`config.mk`:
```
export PLATFORM = sky130hd
export DESIGN_NAME = skt_cell
export DESIGN_NICKNAME = d
export VERILOG_FILES = /design/src/rtl/skt_pkg.sv /design/src/rtl/skt_cell.sv
export SDC_FILE = /design/constraint.sdc
export NUM_CORES = 1
export LEC_CHECK = 0
export BUFFER_PORTS_ARGS = -buffer_cell sky130_fd_sc_hd__buf_2
export CORE_ASPECT_RATIO = 2
export CORE_UTILIZATION = 30
export CTS_BUF_LIST = sky130_fd_sc_hd__clkbuf_4
export DETAILED_ROUTE_END_ITERATION = 8
export GPL_ROUTABILITY_DRIVEN = 0
export HOLD_SLACK_MARGIN = 0.02
export PLACE_DENSITY_LB_ADDON = 0.05
export SETUP_SLACK_MARGIN = 0.15
export SYNTH_ARGS = -nofsm -noshare
export SYNTH_HDL_FRONTEND = slang
export SYNTH_SLANG_ARGS = --single-unit
```
`constraint.sdc`:
```
create_clock -name clk_i -period 2.8 [get_ports clk_i]
set_input_delay 0.28 -clock clk_i [delete_from_list [all_inputs] [get_ports clk_i]]
set_output_delay 0.28 -clock clk_i [all_outputs]
set_load 0.03 [all_outputs]
```
`src/rtl/skt_pkg.sv`:
```
// ----------------------------------------------------------------------------
// Sorted key table package
// Sizes, request/response types and cell control shared by the table RTL.
// ----------------------------------------------------------------------------
package skt_pkg;

  localparam int DEPTH     = 64;
  localparam int KEY_BYTES = 8;

  localparam int KeyW = 64;
  localparam int PosW = 6;                 // position / result_position field
  localparam int CntFieldW = 7;            // entry_count field
  localparam int IdxW = $clog2(DEPTH);
  localparam int CntW = $clog2(DEPTH + 1);

  // Only the top KEY_BYTES bytes of a key take part.
  localparam logic [KeyW-1:0] KEY_MASK = ~({KeyW{1'b1}} >> (8 * KEY_BYTES));

  typedef enum logic [1:0] {
    CmdInsert = 2'd0,
    CmdSearch = 2'd1,
    CmdDelPos = 2'd2,
    CmdDelVal = 2'd3
  } cmd_e;

  typedef enum logic [1:0] {
    StOk       = 2'd0,
    StNotFound = 2'd1,
    StFull     = 2'd2,
    StRange    = 2'd3
  } status_e;

  typedef struct packed {
    cmd_e            command;
    logic [KeyW-1:0] key;
    logic [PosW-1:0] position;
  } req_t;

  typedef struct packed {
    status_e              status;
    logic [PosW-1:0]      result_position;
    logic [CntFieldW-1:0] entry_count;
  } rsp_t;

  typedef enum logic [1:0] {
    OpHold = 2'd0,
    OpCmp  = 2'd1,
    OpUp   = 2'd2,
    OpDown = 2'd3
  } cell_op_e;

  // Broadcast to every cell of the chain.
  typedef struct packed {
    cell_op_e        op;
    logic [IdxW-1:0] idx;
    logic [KeyW-1:0] key;
  } cell_ctrl_t;

  // Binary search unit status.
  typedef struct packed {
    logic            done;
    logic            found;
    logic [IdxW-1:0] where;
  } srch_rsp_t;

endpackage

```
`src/rtl/skt_cell.sv`:
```
// ----------------------------------------------------------------------------
// Sorted key table cell
// One key slot: compares against the broadcast key, shifts up or down.
// ----------------------------------------------------------------------------
module skt_cell (
  input  logic                    clk_i,
  input  logic                    rst_ni,
  input  logic [skt_pkg::IdxW-1:0] cell_idx_i,
  input  skt_pkg::cell_ctrl_t     ctrl_i,
  input  logic [skt_pkg::KeyW-1:0] left_key_i,
  input  logic [skt_pkg::KeyW-1:0] right_key_i,
  output logic [skt_pkg::KeyW-1:0] key_o,
  output logic                    lt_o,
  output logic                    eq_o
);
  import skt_pkg::*;

  logic [KeyW-1:0] key_q;
  logic            lt_q, eq_q;

  // Key slot: up = make room above the insert point, down = close a gap.
  always_ff @(posedge clk_i) begin
    case (ctrl_i.op)
      OpUp: begin
        if (cell_idx_i > ctrl_i.idx) begin
          key_q <= left_key_i;
        end else if (cell_idx_i == ctrl_i.idx) begin
          key_q <= ctrl_i.key;
        end
      end
      OpDown: begin
        if (cell_idx_i >= ctrl_i.idx) begin
          key_q <= right_key_i;
        end
      end
      default: begin
        key_q <= key_q;
      end
    endcase
  end

  always_ff @(posedge clk_i or negedge rst_ni) begin
    if (!rst_ni) begin
      lt_q <= 1'b0;
      eq_q <= 1'b0;
    end else if (ctrl_i.op == OpCmp) begin
      lt_q <= key_q < ctrl_i.key;
      eq_q <= key_q == ctrl_i.key;
    end
  end

  assign key_o = key_q;
  assign lt_o  = lt_q;
  assign eq_o  = eq_q;

endmodule

```
**Yosys cells after proc, flatten, opt, wreduce, memory -nomap -nowiden**

Index checks and enable logic that the tools add are counted.

- Logic and storage cells: 19
- Register bits after elaboration: 66
- Output and inout bits: 66
- Input port bits: 208

- Reductions and logical operators: 2
- Equality and inequality tests: 7
- Muxes and demuxes: 4
- Order comparisons: 3

Operators by type and width:

| operator | count |
|---|---|
| $mux W64 | 3 |
| $pmux W64 S2 | 1 |
| $eq A64 B64 Y1 | 1 |
| $lt A64 B64 Y1 | 1 |
| $eq A6 B6 Y1 | 1 |
| $ge A6 B6 Y1 | 1 |
| $gt A6 B6 Y1 | 1 |
| $eq A2 B2 Y1 const B | 2 |
| $ne A3 B3 Y1 const B | 1 |
| $reduce_and A3 Y1 | 1 |
| $eq A2 B1 Y1 const B | 1 |
| $ne A2 B2 Y1 const B | 1 |
| $reduce_bool A2 Y1 | 1 |

**Logic depth before layout (Yosys ltp)**

- Depth after elaboration: 4
- Gate-level depth with buffers: 9
- Mapped depth without buffers: 8

**Worst setup path before layout**

No wires, ideal clock.

- Path kind: input-to-reg
- From: input port ctrl_i[69] (netlist bit)
- To: register key_q[0] (netlist: key_o[0]) (enable)
- Arrival time: 4.035 ns
- Library setup time: 0.494 ns
- Stages: 7
- Buffers on the path: 0
- Data required time: 2.306 ns
- Setup slack: -1.729 ns
- Cells stage by stage: inv_1 -> ha_1 -> nand4_1 -> a21oi_2 -> a211oi_4 -> nor2b_1 -> nor2b_1

- Cells in the longest elaborated chain, start to end: 3
- Elaborated cells on any way between the ends: 6
- Classes of those cells: 2 x order compare; 3 x eq/ne; 1 x reduce/logical

RTL lines:

| what | line | RTL |
|---|---|---|
| start, declared | skt_cell.sv:9 | `input skt_pkg::cell_ctrl_t ctrl_i,` |
| $gt A6 B6 Y1 (tied with other cells) | skt_cell.sv:25 | `if (cell_idx_i > ctrl_i.idx) begin` |
| $ne A3 B3 Y1 (no source line) / $ne A2 B2 Y1 (equally long branches) | - |  |
| $reduce_and A3 Y1 (no source line) * | - |  |
| end signal, assigned | skt_cell.sv:26 | `key_q <= left_key_i;` |
| end signal, assigned | skt_cell.sv:28 | `key_q <= ctrl_i.key;` |
| end signal, assigned | skt_cell.sv:33 | `key_q <= right_key_i;` |
| end, declared | skt_cell.sv:18 | `logic [KeyW-1:0] key_q;` |

Mark *: on every way between the ends. The rest lies on a longest branch, timed or not.
A chain may end at the register's enable or synchronous reset.

**Worst setup path after layout**

- From: register key_q[5] (netlist: key_o[5])
- To: register lt_q (netlist: lt_o)

- Cells in the longest elaborated chain, start to end: 1

RTL lines:

| what | line | RTL |
|---|---|---|
| $lt A64 B64 Y1 | skt_cell.sv:47 | `lt_q <= key_q < ctrl_i.key;` |
| end signal, assigned | skt_cell.sv:47 |  |
| end, declared | skt_cell.sv:19 | `logic lt_q, eq_q;` |

No other way between the ends.

==> results.sh <==
export IMPL_yosys_area_share_xor_xnor=0
export IMPL_utilization=0.408
export IMPL_switching_share=0.374
export IMPL_rrSetupSlack_ps=760
export IMPL_path_delay_family="compound AO/OA/AOI/OAI gates"
export IMPL_crit_cells=7
export IMPL_drive_gt1_frac=0.370
export IMPL_clkPwrFrac=0.174
export IMPL_synthSimpleGateAreaFrac=0.109
export IMPL_area_growth_pct=32.4
export IMPL_post_route_min_period_ps=2040
export IMPL_rsz0062_at_grt="no"
export IMPL_rr_worst_depth=7
export IMPL_hold_path_class="primary input to flip-flop"
export IMPL_track_usage=0.180
export IMPL_most_common_layout_cells="buf_2, nand2_1, inv_1, ha_1"
export IMPL_cp_slowest_stage_delay_ps=450
export IMPL_root_buffer="clkbuf_4"
export IMPL_placed_area_um2=6730
export IMPL_initial_utilization=0.308
export IMPL_hpwl_mm=13.4
export IMPL_vias=4799
export IMPL_wire_per_inst_um=15.4
export IMPL_clk_path_buf_depth=2
export IMPL_crit_chain="ha_1 > a21o_1 > nand3_1 > a211oi_1 > o41ai_1 > a21oi_1 > o41ai_1"
export IMPL_hold_viol_final=0
export IMPL_ir_worst_vdd_mv=0.156
export IMPL_cp_common_cell="o41ai_1"
export IMPL_leakagePower_nw=3.45
export IMPL_drtPass1Iterations=5
export IMPL_tightest_slew_ps=562
export IMPL_yosysUniqueCellTypes=35
export IMPL_viasPerCell=4.72
export IMPL_final_area_um2=6840
export IMPL_fin_skew_ps=13.3
export IMPL_synth_compound_area_share=0.130
export IMPL_cts_tree="yes"
export IMPL_io_pins=274
export IMPL_comb_power_share=0.395
export IMPL_grt_max_degree=76
export IMPL_postCtsSetupRepairBufs=0
export IMPL_p_int_w=0.00190
export IMPL_cap_violations=0
export IMPL_fp_row_count=67
export IMPL_placeableCoreArea_um2=16800
export IMPL_nets=1083
export IMPL_p_sw_w=0.00114
export IMPL_synth_top_family_by_area="adder cells"
export IMPL_critical_path_class="flip-flop to flip-flop"
export IMPL_numCtsBuffers=9
export IMPL_synth_seq_cells=66
export IMPL_die_area_um2=17800
export IMPL_worst_slack_ps=760
export IMPL_drtIter0Drc=94
export IMPL_crit_slowest_cell="o41ai_1"
export IMPL_grt_overflow_total=0
export IMPL_fp_dieH_um=188
export IMPL_layout_commonest_cell="buf_2"
export IMPL_antenna_found_initial=2
export IMPL_yosysSeqAreaShare=0.382
export IMPL_synthAdderAreaFrac=0.169
export IMPL_grt_pass1_wl_mm=24.2
export IMPL_dp_slack_ps=455
export IMPL_hold_depth=3
export IMPL_ant_nets=0
export IMPL_nFillCells=1752
export IMPL_grt_pass1_vias=5106
export IMPL_worst_ep_arrival_time_ps=2340
export IMPL_yosysWarnings=0
export IMPL_htreeDepth=3
export IMPL_maxSlewViolCount=0
export IMPL_fmax_ghz=0.490
export IMPL_path_buf_inv=0
export IMPL_finalSetupViolations=0
export IMPL_synth_mux_area_frac=0.124
export IMPL_path_max_fanout=2
export IMPL_die_w_um=94.8
export IMPL_post_route_period_util=0.729
export IMPL_relSlewSlack=0.625
export IMPL_clock_sinks=66
export IMPL_setup_tns_ps=0
export IMPL_power_density_nw_per_um2=444
export IMPL_fin_hold_ws_ps=136
export IMPL_synth_nets=811
export IMPL_clkLatencyLatePin_ps=410
export IMPL_syn_area_um2=5170
export IMPL_pwr_share_seq=0.432
export IMPL_setup_worst_path_start_class="flip-flop"
export IMPL_drcViolationCount=0
export IMPL_wl_mm=15.7
export IMPL_cp_end_kind="flip-flop"
export IMPL_numPortBuffers=273
export IMPL_outcome="completed"
export IMPL_syn_inst=533
export IMPL_avgSynthCellArea_um2=9.70
export IMPL_cp_required_ps=3100
export IMPL_path_clk_slew_ps=120
[Yosys cell counts (all sizes together)]
| master | n | area, µm² |
|---|---|---|
| nand3 | 12 | 60.1 |
| o31a | 1 | 8.76 |
| nor2 | 8 | 48.8 |
| nor2b | 4 | 25.0 |
| o211a | 1 | 10.0 |
| dfrtp | 2 | 50.1 |
| nor3 | 3 | 15.0 |
| nand2 | 77 | 289 |
| o21ai | 68 | 340 |
| nand2b | 2 | 12.5 |
| a211oi | 5 | 50.1 |
| and4 | 1 | 8.76 |
| a21o | 8 | 60.1 |
| buf | 7 | 125 |
| o41ai | 2 | 17.5 |
| o31ai | 1 | 7.51 |
| edfxtp | 64 | 1920 |
| inv | 71 | 267 |
| mux2i | 64 | 641 |
| a21oi | 26 | 134 |
| nor4 | 1 | 6.26 |
| a21boi | 2 | 15.0 |
| clkbuf | 13 | 48.8 |
| and2 | 1 | 6.26 |
| a2111oi | 1 | 8.76 |
| nand4 | 15 | 93.8 |
| ha | 70 | 876 |
| o211ai | 2 | 15.0 |
| o21a | 1 | 7.51 |
[power groups by stage]
stage | Combinational [W] | Sequential, W | Clock (W)
after floorplan | 0.000573 | 0.00155 | 0
after global placement | 0.00120 | 0.00133 | 0
after detailed placement | 0.00122 | 0.00134 | 0
after CTS | 0.00122 | 0.00131 | 0.000560
after global routing | 0.00133 | 0.00133 | 0.000602
final | 0.00120 | 0.00131 | 0.000527
[cell type report]
type	count	area, µm²	share of cell area
Clock buffer	10	75.1	0.0110
Sequential cell	66	1970	0.288
Clock inverter	4	21.3	0.00311
Inverter	71	267	0.0389
Tap cell	207	259	0.0378
Timing Repair Buffer	281	1480	0.216
Antenna cell	2	5.00	0.000731
Multi-Input combinational cell	376	2770	0.404
[cells by family (layout without fill, tap and decap cells)]
kind of cell,after synthesis,in the layout
AOI/OAI and AO/OA,118,118
muxes,64,64
other,0,2
and+or+nand+nor,124,124
buffers and inverters,91,366
DFF,66,66
adders and majority gates,70,70
[sequential cells by signal (all words and copies together) (netlist names)]
register and flops:
lt_o 1, eq_o 1, key_o 64
[worst reg2reg max path, delay by kind of cell, from the launching register on]
kind / cells / cell delay (ps)
AO/OA/AOI/OAI: 5 / 1100
flip-flops: 1 / 440
adder cells (fa/ha/maj): 1 / 320
AND/OR/NAND/NOR: 1 / 70
[path summary, 6_finish.rpt]
kind,start,to
worst max-delay path,key_o[5]$_DFFE_PP_,lt_o$_DFFE_PN0N_
worst min-delay path,right_key_i[25],key_o[25]$_DFFE_PP_
worst max register to register,key_o[5]$_DFFE_PP_,lt_o$_DFFE_PN0N_
worst min register to register,lt_o$_DFFE_PN0N_,lt_o$_DFFE_PN0N_
max in group asynchronous,rst_ni,lt_o$_DFFE_PN0N_
min in group asynchronous,rst_ni,eq_o$_DFFE_PN0N_
[per-layer routing]
metal / GRT usage / part of all wire
met1: 0.172 / 0.34
met2: 0.359 / 0.58
met3: 0.0296 / 0.052
met4: 0.0734 / 0.027
met5: 0 / 0
[through the flow]
stage / total power [W] / cells
after detailed placement: 0.00255 / 1000
after global routing: 0.00326 / 1017
after global placement: 0.00254 / 1000
final: 0.00304 / 1017
after floorplan: 0.00213 / 533
after CTS: 0.00309 / 1015
[timing repair]
item / 4_1_cts / 5_1_grt
setup endpoints to repair: 0 / 0
endpoints found under the hold margin: 2 / 0
hold buffers: 1 / 0
gates resized for setup: 0 / 0
No activity file was read; power rests on OpenSTA's default activity.
