**config.mk**
```make
export PLATFORM = sky130hd
export DESIGN_NAME = skt_search
export DESIGN_NICKNAME = d
export VERILOG_FILES = /design/src/rtl/skt_pkg.sv /design/src/rtl/skt_search.sv
export SDC_FILE = /design/constraint.sdc
export NUM_CORES = 1
export LEC_CHECK = 0
export BUFFER_PORTS_ARGS = -buffer_cell sky130_fd_sc_hd__buf_2
export CAP_MARGIN = 20
export CORE_ASPECT_RATIO = 0.9
export CORE_UTILIZATION = 51
export CTS_BUF_LIST = sky130_fd_sc_hd__clkbuf_2
export DETAILED_ROUTE_END_ITERATION = 12
export PLACE_DENSITY = 0.95
export SETUP_SLACK_MARGIN = 0.2
export SYNTH_ARGS = -nofsm -noshare
export SYNTH_HDL_FRONTEND = slang
export SYNTH_SLANG_ARGS = --single-unit
```
**constraint.sdc**
```tcl
create_clock -name clk_i -period 9.85 [get_ports clk_i]
set_input_delay 0.4925 -clock clk_i [delete_from_list [all_inputs] [get_ports clk_i]]
set_output_delay 0.4925 -clock clk_i [all_outputs]
set_load 0.05 [all_outputs]
```
**src/rtl/skt_pkg.sv**
```systemverilog
// ----------------------------------------------------------------------------
// Sorted key table package
// Sizes, request/response types and cell control shared by the table RTL.
// ----------------------------------------------------------------------------
package skt_pkg;

  localparam int DEPTH     = 64;
  localparam int KEY_BYTES = 8;

  localparam int KeyW = 64;
  localparam int PosW = 6;                 // position / result_position field
  localparam int CntFieldW = 7;            // entry_count field
  localparam int IdxW = $clog2(DEPTH);
  localparam int CntW = $clog2(DEPTH + 1);

  // Only the top KEY_BYTES bytes of a key take part.
  localparam logic [KeyW-1:0] KEY_MASK = ~({KeyW{1'b1}} >> (8 * KEY_BYTES));

  typedef enum logic [1:0] {
    CmdInsert = 2'd0,
    CmdSearch = 2'd1,
    CmdDelPos = 2'd2,
    CmdDelVal = 2'd3
  } cmd_e;

  typedef enum logic [1:0] {
    StOk       = 2'd0,
    StNotFound = 2'd1,
    StFull     = 2'd2,
    StRange    = 2'd3
  } status_e;

  typedef struct packed {
    cmd_e            command;
    logic [KeyW-1:0] key;
    logic [PosW-1:0] position;
  } req_t;

  typedef struct packed {
    status_e              status;
    logic [PosW-1:0]      result_position;
    logic [CntFieldW-1:0] entry_count;
  } rsp_t;

  typedef enum logic [1:0] {
    OpHold = 2'd0,
    OpCmp  = 2'd1,
    OpUp   = 2'd2,
    OpDown = 2'd3
  } cell_op_e;

  // Broadcast to every cell of the chain.
  typedef struct packed {
    cell_op_e        op;
    logic [IdxW-1:0] idx;
    logic [KeyW-1:0] key;
  } cell_ctrl_t;

  // Binary search unit status.
  typedef struct packed {
    logic            done;
    logic            found;
    logic [IdxW-1:0] where;
  } srch_rsp_t;

endpackage

```
**src/rtl/skt_search.sv**
```systemverilog
// ----------------------------------------------------------------------------
// Sorted key table binary search
// Walks lo/hi over the registered per-cell compare flags, one probe a cycle.
// ----------------------------------------------------------------------------
module skt_search (
  input  logic                     clk_i,
  input  logic                     rst_ni,
  input  logic                     start_i,
  input  logic [skt_pkg::CntW-1:0] count_i,
  input  logic [skt_pkg::DEPTH-1:0] lt_i,
  input  logic [skt_pkg::DEPTH-1:0] eq_i,
  output skt_pkg::srch_rsp_t       rsp_o
);
  import skt_pkg::*;

  // hi is kept as hi+1 so the range stays unsigned: empty when lo >= hp.
  logic [CntW-1:0] lo_q, lo_d, hp_q, hp_d;
  logic            busy_q, busy_d;
  srch_rsp_t       rsp_q, rsp_d;
  logic [CntW:0]   mid_sum;
  logic [IdxW-1:0] mid;

  assign mid_sum = {1'b0, lo_q} + {1'b0, hp_q} - (CntW + 1)'(1);
  assign mid     = mid_sum[IdxW:1];

  always_comb begin
    lo_d   = lo_q;
    hp_d   = hp_q;
    busy_d = busy_q;
    rsp_d  = rsp_q;
    if (start_i) begin
      lo_d        = '0;
      hp_d        = count_i;
      busy_d      = 1'b1;
      rsp_d.done  = 1'b0;
      rsp_d.found = 1'b0;
      rsp_d.where = '0;
    end else if (busy_q) begin
      if (lo_q >= hp_q) begin
        busy_d     = 1'b0;
        rsp_d.done = 1'b1;
      end else if (lt_i[mid]) begin
        lo_d = CntW'(mid) + CntW'(1);
      end else if (eq_i[mid]) begin
        busy_d      = 1'b0;
        rsp_d.done  = 1'b1;
        rsp_d.found = 1'b1;
        rsp_d.where = mid;
      end else begin
        hp_d = CntW'(mid);
      end
    end
  end

  always_ff @(posedge clk_i or negedge rst_ni) begin
    if (!rst_ni) begin
      busy_q <= 1'b0;
      rsp_q  <= '0;
    end else begin
      busy_q <= busy_d;
      rsp_q  <= rsp_d;
    end
  end

  always_ff @(posedge clk_i) begin
    lo_q <= lo_d;
    hp_q <= hp_d;
  end

  assign rsp_o = rsp_q;

endmodule

```
# Word level (Yosys, flattened, before mapping)
# Index checks and enable logic that the tools add are counted.
[op_classes]
addsub = 3
mul = 0
n_div = 0
n_lt_le_gt_ge = 2
n_eq_ne = 4
shift = 0
mux = 20
bitwise_logic = 1
reduce_logical = 7
[ops]
columns = ["operator", "count"]
rows = [
  ["$mux W7", 6],
  ["$mux W8", 4],
  ["$bmux W1 S6", 2],
  ["$mux W1", 8],
  ["$reduce_and A4 Y1", 2],
  ["$add A6 B1 Y7 const B", 1],
  ["$add A7 B7 Y7", 1],
  ["$ge A7 B7 Y1", 1],
  ["$lt A6 B7 Y1 const B", 1],
  ["$sub A7 B1 Y7 const B", 1],
  ["$ne A2 B2 Y1 const B", 3],
  ["$reduce_and A3 Y1", 2],
  ["$reduce_bool A2 Y1", 2],
  ["$ne A3 B3 Y1 const B", 1],
  ["$reduce_bool A3 Y1", 1],
  ["$not A1 Y1", 1],
]
[word_totals]
reg_bits = 23
latchBits = 0
ram_bits = 0
mem_bits_ro = 0
in_bits = 138
output_inout_bits = 8
word_cells = 43
memories = 0

# Longest topological paths before layout
# Gate-level depths: netlist of run 1.
[depth]
ltp_word = 9
depth_mapped = 14
mapped_depth_nobuf = 12

# Worst setup path before layout of run 1
# No wires, ideal clock.
[synth_timing]
kind = "register -> register"
startpoint = "register lo_q[2]"
endpoint = "register hp_q[0], enable pin"
setup_ns = 0.393
arrival_ns = 3.463
required_time_ns = 9.457
path_slack_ns = 5.994
path_stages_with_launch = 12
n_path_buf = 2
period_less_slack_ns = 3.856
path_cell_list = "dfxtp_1 inv_1 ha_1 xor2_1 ha_1 buf_2 clkbuf_1 mux4_2 mux2i_1 mux4_1 mux2i_4 o41ai_1"
[synth_via]
elab_chain_cells = 6
elab_cells_between_ends = 11
classes_between = "add/sub: 2; order compare: 1; eq/ne: 3; mux: 4; reduce/logical: 1"
[synth_rtl]
columns = ["item", "line", "source"]
rows = [
  ["start: declaration", "skt_search.sv:17", "logic [CntW-1:0] lo_q, lo_d, hp_q, hp_d;"],
  ["start signal: assignment", "skt_search.sv:66", "lo_q <= lo_d;"],
  ["$add A7 B7 Y7", "skt_search.sv:23", "assign mid_sum = {1'b0, lo_q} + {1'b0, hp_q} - (CntW + 1)'(1);"],
  ["$sub A7 B1 Y7", "skt_search.sv:23", ""],
  ["$bmux W1 S6 (on tied branches)", "skt_search.sv:44, skt_search.sv:42", ""],
  ["$mux W1 (on tied branches)", "skt_search.sv:44, skt_search.sv:42", ""],
  ["$ne A2 B2 Y1 (no line)", "--", ""],
  ["$reduce_and A4 Y1 (no line) *", "--", ""],
  ["end signal: assignment", "skt_search.sv:67", "hp_q <= hp_d;"],
  ["end: declaration", "skt_search.sv:17", ""],
]
# Every way passes the cells marked *; elsewhere a longest branch is shown, timed or not. The select of a mux whose other input is x is not followed.
# A chain may end at the register's enable or synchronous reset.

# Worst setup path in the final report of run 1
[layout_timing]
startpoint = "register lo_q[2]"
endpoint = "register rsp_q (netlist bit rsp_o[4])"
[layout_via]
elab_chain_cells = 7
elab_cells_between_ends = 16
classes_between = "add/sub: 2; order compare: 1; eq/ne: 2; mux: 9; reduce/logical: 2"
[layout_rtl]
columns = ["item", "line", "source"]
rows = [
  ["branches (longest 7 deep; another with $add A7 B7 Y7)", "--", ""],
  ["end signal: assignment", "skt_search.sv:61", "rsp_q <= rsp_d;"],
  ["end: declaration", "skt_search.sv:19", "srch_rsp_t rsp_q, rsp_d;"],
]
# Parallel ways; which one is timed is not known. The select of a mux whose other input is x is not followed.

==> results of run 1 <==
==> worst min-delay path by stage <==
stage / cells past startpoint / startpoint / to
after floorplan: 0 / rst_ni / busy_q
after CTS: 3 / count_i[2] / hp_q[2]
after detailed placement: 1 / rst_ni / rsp_o[5]
after global routing: 3 / count_i[2] / hp_q[2]
final: 3 / count_i[2] / hp_q[2]
after global placement: 1 / rst_ni / rsp_o[5]
==> tightest hold or removal path, stage by stage <==
cell and delay (ns):
buf_2 0.08, nand2_1 0.05, nand2_1 0.05
==> flip-flops by register name, indices dropped and copies added, names as in the netlist <==
register and count:
rsp_o 8, lo_q 7, busy_q 1, hp_q 7
==> layer usage <==
metal / up-vias / track usage / share of wire
li1: 1157 / - / -
met1: 1210 / 0.365 / 0.37
met2: 138 / 0.494 / 0.53
met3: 21 / 0.0428 / 0.081
met4: 0 / 0.0586 / 0.024
met5: - / 0 / 0
==> cells in the mapped netlist, types with 2 or more instances <==
cell type	instances
a211oi_1	5
a21o_1	4
a21oi_1	6
a31oi_1	5
and2b_1	4
buf_4	2
buf_6	4
clkbuf_1	4
dfrtp_1	9
dfxtp_1	7
edfxtp_1	7
ha_1	20
inv_1	25
mux2_4	4
mux2i_1	19
mux4_1	11
mux4_2	25
nand2_1	15
nand4_1	3
nor2_1	6
nor3_1	3
o31ai_1	3
xnor2_1	4
xor2_1	5
==> metrics by stage <==
stage	hold slack [ns]	setup slack, ns
after floorplan	0.197	5.99
after global placement	0.354	6.04
after detailed placement	0.355	5.90
after CTS	0.393	5.88
after global routing	0.401	5.79
final	0.405	5.92
==> cell type report <==
cell class,instances,area (sq um),share of cell area
clock buffer,4,20.0,0.00564
multi-input combinational,163,2000,0.563
sequential,23,576,0.162
inverter,25,93.8,0.0264
tap,67,83.8,0.0236
timing repair buffer,150,778,0.219
==> logic make-up (layout without fill, tap and decap cells) <==
kind of cell,count (synthesis),in the layout
AO/OA/AOI/OAI,33,33
XOR/XNOR,11,11
adder cells (fa/ha/maj),20,20
buffers and inverters,38,179
flip-flops,23,23
multiplexers,61,61
AND/OR/NAND/NOR,38,38
==> flow_metrics.env, run 1 <==
export IMPL_end_kind="flop"
export IMPL_ios=146
export IMPL_cts_made_buffers=3
export IMPL_path_delay_family="multiplexers"
export IMPL_dpl_hpwl_mm=6.56
export IMPL_fin_util=0.676
export IMPL_drt_wl_total_mm=7.79
export IMPL_core_sq_um=5260
export IMPL_placedCellCount=426
export IMPL_grt_usage=0.279
export IMPL_drc=2
export IMPL_critPathLaunchType="flop"
export IMPL_status="finished, violations left"
export IMPL_drt_iter0_markers=207
export IMPL_dieArea_sq_um=5730
export IMPL_fillers=380
export IMPL_post_cts_buffers=0
export IMPL_synthTopCellsByArea="mux4_2 20%, mux4_1 10%, ha_1 9.0%"
export IMPL_seq_area_frac_synth=0.208
export IMPL_tns_ns=0
export IMPL_final_area_sq_um=3550
export IMPL_yosys_area_share_simple=0.0750
export IMPL_tightest_slew_ns=0.828
export IMPL_cp_slowest_stage_delay_ns=0.72
export IMPL_syn_to_final_growth_pct=28.2
export IMPL_path_common_cell="ha_1"
export IMPL_clkLatencyLatePin_ns=0.34
export IMPL_post_route_min_period_ns=3.93
export IMPL_vias_per_cell=5.85
export IMPL_skew_ns=0.0108
export IMPL_dr_pass1_iters=8
export IMPL_drive_gt1_frac=0.532
export IMPL_grt_overflow=0
export IMPL_vias=2526
export IMPL_grt_pass1_wl_mm=12.2
export IMPL_cts_num_sinks=23
export IMPL_avgRoutedWirePerCell_microns=18.0
export IMPL_synth_fa_ha_area_frac=0.0903
export IMPL_synth_nets=382
export IMPL_placed_cell_area_sq_um=3500
export IMPL_maxSlewHeadroom=0.446
export IMPL_fin_cells=432
export IMPL_synth_top_family_by_area="multiplexers"
export IMPL_worstPathBufferInverterCount=2
export IMPL_r2r_setup_slack_ns=5.92
export IMPL_htree_levels=1
export IMPL_initial_core_util=0.527
export IMPL_cts_buffer_depth=2
export IMPL_synth_top_area_frac=0.203
export IMPL_dieWidth_microns=79.7
export IMPL_final_cell_mix="145 x buf_2, 25 x inv_1, 25 x mux4_2"
export IMPL_first_global_vias=2513
export IMPL_cp_arrival_ns=4.18
export IMPL_holdBufCountCts=1
export IMPL_fin_crit_sh=0.399
export IMPL_synth_seq_cells=23
export IMPL_hold_violations=0
export IMPL_yosysWarnings=0
export IMPL_avgSynthCellArea_sq_um=12.4
export IMPL_grt_max_degree=37
export IMPL_worstReg2RegEnd="rsp_o[4]"
export IMPL_slew_violations=0
export IMPL_nets=524
export IMPL_synth_edf_count=7
export IMPL_failed_checks="DRC"
export IMPL_ant_nets=0
export IMPL_worst_ep_required_time_ns=10.10
export IMPL_async_flop_share=0.391
export IMPL_ctsResizeCount=0
export IMPL_rr_worst_depth=11
export IMPL_yosys_area_share_xor_xnor=0.0483
export IMPL_slowest_stage="ha_1"
export IMPL_critPathKind="reg -> reg"
export IMPL_r2r_start="lo_q[2]"
export IMPL_cts_reportedPaths_clkPinSlew_ns=0.21
export IMPL_drv_cap=0
export IMPL_path_cells="inv_1 > ha_1 > xor2_1 > ha_1 > buf_4 > mux4_2 > mux2i_1 > mux4_1 > mux2i_4 > nand4_4 > mux2_4"
export IMPL_grt_antenna_before_repair=0
export IMPL_path_depth=11
export IMPL_cts_tree="built"
export IMPL_crit_path_end="rsp_o[4]"
export IMPL_num_rows=25
export IMPL_ys_flop_type="dfrtp_1"
export IMPL_gp_congestion=0.833
export IMPL_synthMuxAreaShare=0.411
export IMPL_startpoint="lo_q[2]"
export IMPL_synthCells=224
export IMPL_synth_compound_area_frac=0.0939
export IMPL_crit_path_max_fanout=19
export IMPL_syn_area_sq_um=2770
export IMPL_setup_viol=0
export IMPL_rsz0062_at_grt="no"
export IMPL_die_h_microns=71.9
export IMPL_fmax_mhz=255
export IMPL_final_common_cell="buf_2"
export IMPL_clock_root_buffer="clkbuf_2"
export IMPL_synth_area_leader_cell="mux4_2"
export IMPL_hold_path_class="in -> reg"
export IMPL_numPortBuffers=145
export IMPL_synth_cell_types=48
export IMPL_num_antenna_cells=0
Power of run 1 is left out: the tool's default activity adds up to more than one toggle a clock period on the data nets, which glitch-free logic cannot reach.
==> inputs of run 2 (changes only) <==
- CORE_UTILIZATION: 51 -> 43
- PLACE_DENSITY: 0.95 -> 0.91
- clock period: 9.85 -> 3.41 ns (I/O delays scaled with it)
==> run 2 against run 1 <==
The run now ends clean. Clock skew fell by 0.0090 ns. Sequential share of layout area fell by 2.5 points. Non-clock buffer count is 36 higher. Core utilization rose by 0.81 points. Cell area up 19%. Wire length grew 21%. Die area grew 18%. Final cell count grew 13%. Highest routed layer unchanged.
==> flow_metrics.env, run 2 (synthesis results as in run 1) <==
export IMPL_core_sq_um=6180
export IMPL_hold_violations=0
export IMPL_vias=2802
export IMPL_fin_crit_sh=0.997
export IMPL_rr_worst_depth=15
export IMPL_slowest_stage="mux4_2"
export IMPL_tns_ns=0
export IMPL_largest_reg_flops=8
export IMPL_dpl_hpwl_mm=6.26
export IMPL_r2r_start="hp_q[3]"
export IMPL_num_antenna_cells=0
export IMPL_dieWidth_microns=86.6
export IMPL_drt_iter0_markers=231
export IMPL_worstReg2RegEnd="rsp_o[1]"
export IMPL_drv_cap=0
export IMPL_grt_usage=0.270
export IMPL_die_h_microns=78.1
export IMPL_end_kind="flop"
export IMPL_dieArea_sq_um=6770
export IMPL_critPathLaunchType="flop"
export IMPL_final_common_cell="buf_2"
export IMPL_cts_tree="built"
export IMPL_path_cells="inv_2 > ha_4 > inv_2 > ha_4 > buf_4 > buf_6 > xor2_4 > buf_6 > buf_12 > mux2i_4 > mux4_2 > mux2_4 > nand4_4 > buf_6 > mux2i_1"
export IMPL_crit_path_end="rsp_o[1]"
export IMPL_cp_slowest_stage_delay_ns=0.51
export IMPL_slew_violations=0
export IMPL_grt_antenna_before_repair=0
export IMPL_ios=146
export IMPL_post_route_min_period_ns=3.40
export IMPL_rsz0062_at_grt="yes"
export IMPL_nets=560
export IMPL_drt_wl_total_mm=9.38
export IMPL_drc=0
export IMPL_dr_pass1_iters=6
export IMPL_fin_ws_ns=0.00981
export IMPL_htree_levels=1
export IMPL_cts_buffer_depth=2
export IMPL_numPortBuffers=145
export IMPL_worst_ep_required_time_ns=3.69
export IMPL_fmax_mhz=294
export IMPL_tightest_slew_ns=0.528
export IMPL_min_from="count_i[5]"
export IMPL_r2r_setup_slack_ns=0.01
export IMPL_path_common_cell="buf_6"
export IMPL_clock_root_buffer="clkbuf_2"
export IMPL_crit_path_max_fanout=8
export IMPL_avgRoutedWirePerCell_microns=19.2
export IMPL_cp_arrival_ns=3.68
export IMPL_vias_per_cell=5.74
export IMPL_syn_to_final_growth_pct=52.7
export IMPL_hold_path_class="in -> reg"
export IMPL_grt_pass1_wl_mm=13.8
export IMPL_post_place_ws_ns=-0.0267
export IMPL_first_global_vias=2870
export IMPL_startpoint="hp_q[3]"
export IMPL_grt_max_degree=31
export IMPL_clkLatencyLatePin_ns=0.35
export IMPL_drive_gt1_frac=0.668
export IMPL_critPathKind="reg -> reg"
export IMPL_final_cell_mix="145 x buf_2, 29 x mux4_2, 24 x buf_4"
export IMPL_initial_core_util=0.448
export IMPL_setup_viol=0
export IMPL_maxSlewHeadroom=0.648
export IMPL_cts_reportedPaths_clkPinSlew_ns=0.21
export IMPL_grt_overflow=0
export IMPL_cts_num_sinks=23
export IMPL_ant_nets=0
export IMPL_skew_ns=0.00182
export IMPL_gp_congestion=0.876
export IMPL_status="completed"
export IMPL_num_rows=27
export IMPL_cts_made_buffers=3
==> run 2: cell types whose count changed in the layout (fill, tap and decap cells not counted), sizes merged <==
cell | previous run | this run
bufbuf | 0 | 1
buf | 149 | 184
==> run 2: metrics by stage <==
| step | cell area (sq um) | utilization | instances | hold WS (ns) |
|---|---|---|---|---|
| after detailed placement | 3720 | 0.602 | 459 | 0.0315 |
| after CTS | 4060 | 0.656 | 482 | 0.0924 |
| after global placement | 3720 | 0.602 | 459 | 0.0309 |
| after global routing | 4230 | 0.684 | 488 | 0.0773 |
| final | 4230 | 0.684 | 488 | 0.0850 |
| after floorplan | 2840 | - | 224 | -0.125 |
==> run 2: cell type report <==
class | instances | area, sq um
clock buffer | 4 | 20.0
fill | 383 | 1950
inverter | 25 | 96.3
multi-input combinational | 163 | 2250
sequential | 23 | 579
tap | 87 | 109
timing repair buffer | 186 | 1170
==> run 2: worst min path at each step <==
stage / slack, ns / depth (start not counted) / to
final: 0.09 / 2 / hp_q[5]
after global routing: 0.08 / 3 / hp_q[2]
after CTS: 0.09 / 2 / hp_q[4]
after floorplan: -0.13 / 0 / busy_q
after detailed placement: 0.03 / 1 / rsp_o[5]
after global placement: 0.03 / 1 / rsp_o[5]
==> run 2: critical path: cells and delay by family, from the launching register on <==
family	cells	cell delay, ns
XOR/XNOR	1	0.19
adder cells (fa/ha/maj)	2	0.41
buffers and inverters	7	0.82
flip-flops	1	0.44
multiplexers	4	1.29
AND/OR/NAND/NOR	1	0.17
==> run 2: what timing repair did <==
action / CTS / global route
setup buffers: 17 / 6
gates resized for setup: 24 / 23
hold buffers: 1 / 0
hold endpoints to repair: 9 / 0
gates cloned: 1 / 0
pin swaps: 13 / 18
endpoints found under the setup margin: 22 / 23
==> run 2: metal layers <==
| metal | global-route usage | vias up | routed length [microns] |
|---|---|---|---|
| li1 | - | 1225 | - |
| met1 | 0.313 | 1332 | 3330 |
| met2 | 0.494 | 193 | 4890 |
| met3 | 0.0431 | 52 | 721 |
| met4 | 0.108 | 0 | 441 |
| met5 | 0 | - | 0 |
Power of run 2 is left out for the same reason.
